--- src/rtl/core/qbw_pkg.sv ---
`timescale 1ns / 1ps
`default_nettype none
package qbw_pkg;

   localparam int COORD_BITS       = 16;
   localparam int WEIGHT_FRAC_BITS = 16;
   localparam int DIFF_W           = COORD_BITS + 1;
   localparam int PROD_W           = 2 * DIFF_W;
   localparam int TRI_W            = PROD_W + 3;
   localparam int NUM_W            = 2 * DIFF_W;
   localparam int REM_W            = NUM_W + 1;
   localparam int WEIGHT_W         = WEIGHT_FRAC_BITS + 1;
   localparam int DIV_STEPS        = WEIGHT_W;
   localparam int LANES            = 4;
   localparam int FIFO_DEPTH       = 4;
   localparam int FIFO_PTR_W       = $clog2(FIFO_DEPTH);
   localparam int FIFO_CNT_W       = $clog2(FIFO_DEPTH + 1);
   localparam int FRONT_STAGES     = 2;
   localparam int CSR_IDX_W        = 3;

   typedef enum logic [1:0] {
      STATUS_OK       = 2'd0,
      STATUS_NOT_RECT = 2'd1,
      STATUS_OUTSIDE  = 2'd2
   } status_type;

   typedef enum logic [CSR_IDX_W-1:0] {
      CSR_TOP_LEFT_X     = 3'd0,
      CSR_TOP_LEFT_Y     = 3'd1,
      CSR_TOP_RIGHT_X    = 3'd2,
      CSR_TOP_RIGHT_Y    = 3'd3,
      CSR_BOTTOM_LEFT_X  = 3'd4,
      CSR_BOTTOM_LEFT_Y  = 3'd5,
      CSR_BOTTOM_RIGHT_X = 3'd6,
      CSR_BOTTOM_RIGHT_Y = 3'd7
   } csr_idx_type;

   typedef struct packed {
      logic signed [COORD_BITS-1:0] point_x;
      logic signed [COORD_BITS-1:0] point_y;
   } req_type;

   typedef struct packed {
      logic                inside_res;
      logic [1:0]          status;
      logic [WEIGHT_W-1:0] weight_top_left;
      logic [WEIGHT_W-1:0] weight_top_right;
      logic [WEIGHT_W-1:0] weight_bottom_left;
      logic [WEIGHT_W-1:0] weight_bottom_right;
   } rsp_type;

   typedef struct packed {
      logic signed [COORD_BITS-1:0] top_left_x;
      logic signed [COORD_BITS-1:0] top_left_y;
      logic signed [COORD_BITS-1:0] top_right_x;
      logic signed [COORD_BITS-1:0] top_right_y;
      logic signed [COORD_BITS-1:0] bottom_left_x;
      logic signed [COORD_BITS-1:0] bottom_left_y;
      logic signed [COORD_BITS-1:0] bottom_right_x;
      logic signed [COORD_BITS-1:0] bottom_right_y;
   } quad_type;

   typedef struct packed {
      logic                        in_quad;
      status_type                  status;
      logic [LANES-1:0][NUM_W-1:0] num;
      logic [NUM_W-1:0]            den;
   } qent_type;

   typedef struct packed {
      logic empty;
      logic full;
      logic almost_full;
   } qstat_type;

endpackage
`default_nettype wire

--- src/rtl/core/qbw_queue.sv ---
`timescale 1ns / 1ps
`default_nettype none
module qbw_queue
   import qbw_pkg::*;
(
   input  wire       clock,
   input  wire       reset,
   input  wire       push,
   input  qent_type  push_word,
   input  wire       pop,
   output qent_type  head,
   output qstat_type qstat
);

   qent_type              slot_ff [FIFO_DEPTH];
   logic [FIFO_PTR_W-1:0] wr_ff, wr_in, rd_ff, rd_in;
   logic [FIFO_CNT_W-1:0] cnt_ff, cnt_in;
   logic                  do_pop;

   always_comb begin
      do_pop = pop && (cnt_ff != '0);
      wr_in  = push ? wr_ff + 1'b1 : wr_ff;
      rd_in  = do_pop ? rd_ff + 1'b1 : rd_ff;
      cnt_in = cnt_ff + FIFO_CNT_W'(push) - FIFO_CNT_W'(do_pop);
      head   = slot_ff[rd_ff];
      qstat.empty       = (cnt_ff == '0);
      qstat.full        = (cnt_ff == FIFO_CNT_W'(FIFO_DEPTH));
      qstat.almost_full = (cnt_ff >= FIFO_CNT_W'(FIFO_DEPTH - FRONT_STAGES));
   end

   always_ff @(posedge clock) begin
      if (reset) begin
         wr_ff  <= '0;
         rd_ff  <= '0;
         cnt_ff <= '0;
      end else begin
         wr_ff  <= wr_in;
         rd_ff  <= rd_in;
         cnt_ff <= cnt_in;
      end
      if (push) begin
         slot_ff[wr_ff] <= push_word;
      end
   end

endmodule
`default_nettype wire

--- config.mk ---
export PLATFORM = sky130hd
export DESIGN_NAME = qbw_queue
export DESIGN_NICKNAME = d
export VERILOG_FILES = /design/src/rtl/core/qbw_pkg.sv /design/src/rtl/core/qbw_queue.sv
export SDC_FILE = /design/constraint.sdc
export NUM_CORES = 1
export LEC_CHECK = 0
export ABC_AREA = 1
export BUFFER_PORTS_ARGS = -buffer_cell sky130_fd_sc_hd__buf_2
export CORE_UTILIZATION = 30
export DETAILED_ROUTE_END_ITERATION = 6
export GPL_TIMING_DRIVEN = 1
export PLACE_DENSITY = 0.51
export SYNTH_ARGS = -nofsm -noshare
export SYNTH_HDL_FRONTEND = slang
export SYNTH_SLANG_ARGS = --single-unit
--- constraint.sdc ---
create_clock -name clock -period 4.1 [get_ports clock]
set_input_delay 0 -clock clock [delete_from_list [all_inputs] [get_ports clock]]
set_output_delay 0 -clock clock [all_outputs]
set_load 0.03 [all_outputs]
Word level (Yosys, flattened, before mapping):

Memory sizes are Yosys's and may differ from the RTL's. A register that Yosys moved wholly into a read port is not among the register bits.
Cells that the tools add are included.

* register bits: 7
* bits in writable memories: 692
* bits of input ports: 177
* output and inout bits: 176
* logic and storage cells: 17
* memories kept: 1

Memories
* slot_ff: depth 4, width 173, rd ports 1, clocked after memory_dff 1, write ports 1, RTL line qbw_queue.sv:15 `qent_type slot_ff [FIFO_DEPTH];`

* add/sub/neg operators: 4
* $lt $le $gt $ge: 1
* eq/ne operators: 1
* muxes and demuxes: 4
* reductions and logical operators: 3

Operators with widths (number)
* adder 2 x 1 -> 2 bit (second input constant): 2
* 2-to-1 mux 2 bit: 2
* adder 3 x 1 -> 3 bit: 1
* == test 3 bit (second input constant): 1
* >= comparator 3 x 2 -> 1 bit (second input constant): 1
* logical NOT 3 bit: 1
* nonzero test 3 bit: 1
* subtractor 3 x 1 -> 3 bit: 1
* 2-to-1 mux 1 bit: 2
* logical AND 1 bit: 1

Depth between registers and ports, before layout:

* word-level depth: 4
* depth in mapped cells: 11
* depth with buffers taken out: 11

Worst setup path before layout:

OpenSTA, ideal clock, no wires.

* path type: reg2reg
* from: reg wr_ff[0]
* to: mem slot_ff[2][0] (netlist name) (enable)
* library setup time: 0.525 ns
* arrival: 3.912 ns
* data required time: 3.575 ns
* path slack: -0.337 ns
* stages on the path, launching flop included: 5
* buffers on the path: 0
* period minus slack after synthesis: 4.437 ns
* path through: dfxtp_1 -> inv_1 -> ha_1 -> nand2_1 -> inv_1

RTL lines
* start, declared: RTL line qbw_queue.sv:16 `logic [FIFO_PTR_W-1:0] wr_ff, wr_in, rd_ff, rd_in;`
* start signal, assigned: RTL line qbw_queue.sv:37 `wr_ff <= wr_in;`
* end, declared: RTL line qbw_queue.sv:15

Straight into the memory's write port.

==> flow_summary.ini <==
[outcome]
status = complete, no violations

[cts]
cts_tree = yes
htree_levels = 3
cts_hold_buf = 176
ctsResizeCount = 0
cts_made_buffers = 76
clock_latency_ps = 610
cts.sink_count = 701
ctsRootBufferMaster = clkbuf_16
cts_setup_buffers = 0
cts.reportedPaths.clkPinSlew_ps = 60
max-clock-path-buffers = 3

[synth]
synth_area_um2 = 25900
syn_nets = 1919
synth-seq-cells = 701
ys.warnings.count = 0
synthesis.instances = 1734
yosys.area.top_type = edfxtp_1
avgSynthCellArea_um2 = 15.0
ys_seq_area_frac = 0.808
synth_area_leaders = edfxtp_1 (80%), nor2_1 (5.1%), o22ai_1 (4.2%)
synth_top_area_frac = 0.801
ys_types = 21

[timing]
holdWs_ps = 130
period_needed_ps = 3060
final_hold_viol_count = 0
worstMarginPinSlew_ps = 1040
rsz0062_at_grt = false
slew_viol_final = 0
fmax_mhz = 327
fin_ws_ps = 1040
finalSetupViolations = 0
fin_tns_setup_ps = 0
relSlewSlack = 0.307
period_share = 0.746
finClkSkew_ps = 25.7

[setup_path]
critPathMaxStageDelay_ps = 530
critPathMaxFanout = 165
crit_arrival_ps = 3060
path_cells = clkinv_8 -> buf_12 -> o21ai_1 -> o22ai_1 -> buf_2
path_depth = 5
critPathBufInv = 3
start_kind = flop
critPathRequiredTime_ps = 4100
path_class = reg2out
reg2regPathDepth = 5
cp_slowest_cell = o22ai_1
path_delay_family = buffers and inverters
end_kind = output port

[final_layout]
n_antenna_cell = 0
final_cell_mix = edfxtp_1 (692), nor2_1 (354), buf_2 (352)
design_area_um2 = 33100
area_growth_syn_to_layout_pct = 27.4
layout_commonest_cell = edfxtp_1
nFillCells = 8103
drive_gt1_frac = 0.211
fin_nets = 2436
fin_util = 0.387

[floorplanning]
fp.dieH_um = 296
initial_core_util = 0.304
fp-row-count = 107
coreArea_um2 = 85400
die_w_um = 296
ios = 353
die-area_um2 = 87700

[route]
drt_iter0_drc = 881
routed_via_density = 4.67
firstDrtPassIters = 4
remaining_drc_errors = 0
wl_mm = 65.3
drt-wirelength-per-cell_um = 18.9
postRouteAntennaNets = 0
vias = 16100

[global_routing]
grt_use_total = 0.145
overflow = 0
met1_usage = 0.176
grt_pass1_vias = 16300
grt_start_max_net_pins = 170
grt.busiest_layer = met2
grt_pass1_wl_mm = 96.1
met3_usage = 0.0330
use_met2 = 0.254
antenna_found_initial = 4

[power_and_ir_drop]
clock_power_share = 0.331
pwr-share-comb = 0.240
sw_frac_of_total = 0.322
p_int_mw = 13.1
powerDensity_nw_per_um2 = 586
leakagePower_nw = 11.4
seqPwrFrac = 0.429
switchingPower_mw = 6.24
ir_drop_mv = 0.408

[flow_run]
drv_cap = 0

[hold_path]
hold_depth = 2
min_path_type = in2reg

[placement]
port_buffers = 352
place_ws_ps = 1450
dp_hpwl_mm = 36.0
placed_area_um2 = 29000
place.gp.congestion = 0.751
==> final cells by class <==
| class | count | area, um2 | share of cell area |
|---|---|---|---|
| clock buffer | 94 | 1990 | 0.0602 |
| sequential | 701 | 21000 | 0.634 |
| multi-input combinational | 900 | 4340 | 0.131 |
| tap | 1144 | 1430 | 0.0433 |
| timing repair buffer | 553 | 3870 | 0.117 |
| clock inverter | 42 | 357 | 0.0108 |
| inverter | 19 | 106 | 0.00322 |
==> cell families after synthesis <==
kind of cell | count (synthesis) | share of synthesized area
AO/OA/AOI/OAI | 526 | 0.110
XOR/XNOR | 1 | 0.000338
adder cells (fa/ha/maj) | 8 | 0.00415
buffers and inverters | 133 | 0.0249
flip-flops | 701 | 0.808
AND/OR/NAND/NOR | 365 | 0.0529
==> synth_stat cells, drive strengths merged <==
master and n:
buf 61, xnor2 1, inv 19, ha 7, clkbuf 53, nand2 9
o31ai 1, edfxtp 692, o22ai 173, a21oi 4, nor2 354, nand3 1
fa 1, dfxtp 9, o21ai 348, nor3 1
==> registers in the layout, indices dropped and copies added, names as in the netlist, named ones only <==
name and cells:
rd_ff 2, cnt_ff 3, slot_ff 692, wr_ff 2
==> path summary, 6_finish.rpt <==
check                 from  slack [ps]              to
max reg2reg       wr_ff[0]        1530  slot_ff[3][61]
max                   flop        1040       head[113]
min reg2reg       rd_ff[0]         490            flop
min          push_word[28]         130  slot_ff[2][28]
==> metrics by stage <==
stage,cells,power [mW]
detailed placement,3141,13.0
floorplan,1734,11.5
finish,3453,19.4
CTS,3453,19.7
global route,3453,20.2
global placement,3141,13.0
==> power groups by stage <==
stage | Combinational (mW) | Clock, mW | Sequential [mW]
after CTS | 4.74 | 6.61 | 8.31
final | 4.64 | 6.41 | 8.31
after floorplan | 3.09 | 0 | 8.45
after global routing | 5.02 | 6.87 | 8.33
after global placement | 4.53 | 0 | 8.45
after detailed placement | 4.59 | 0 | 8.46
==> per-layer routing <==
layer  vias to the layer above  part of all wire
li1                       7628                 -
met1                      8033              0.41
met2                       358              0.51
met3                       101             0.057
met4                         8             0.022
met5                         -           0.00077
No activity file was read; power rests on OpenSTA's default activity.
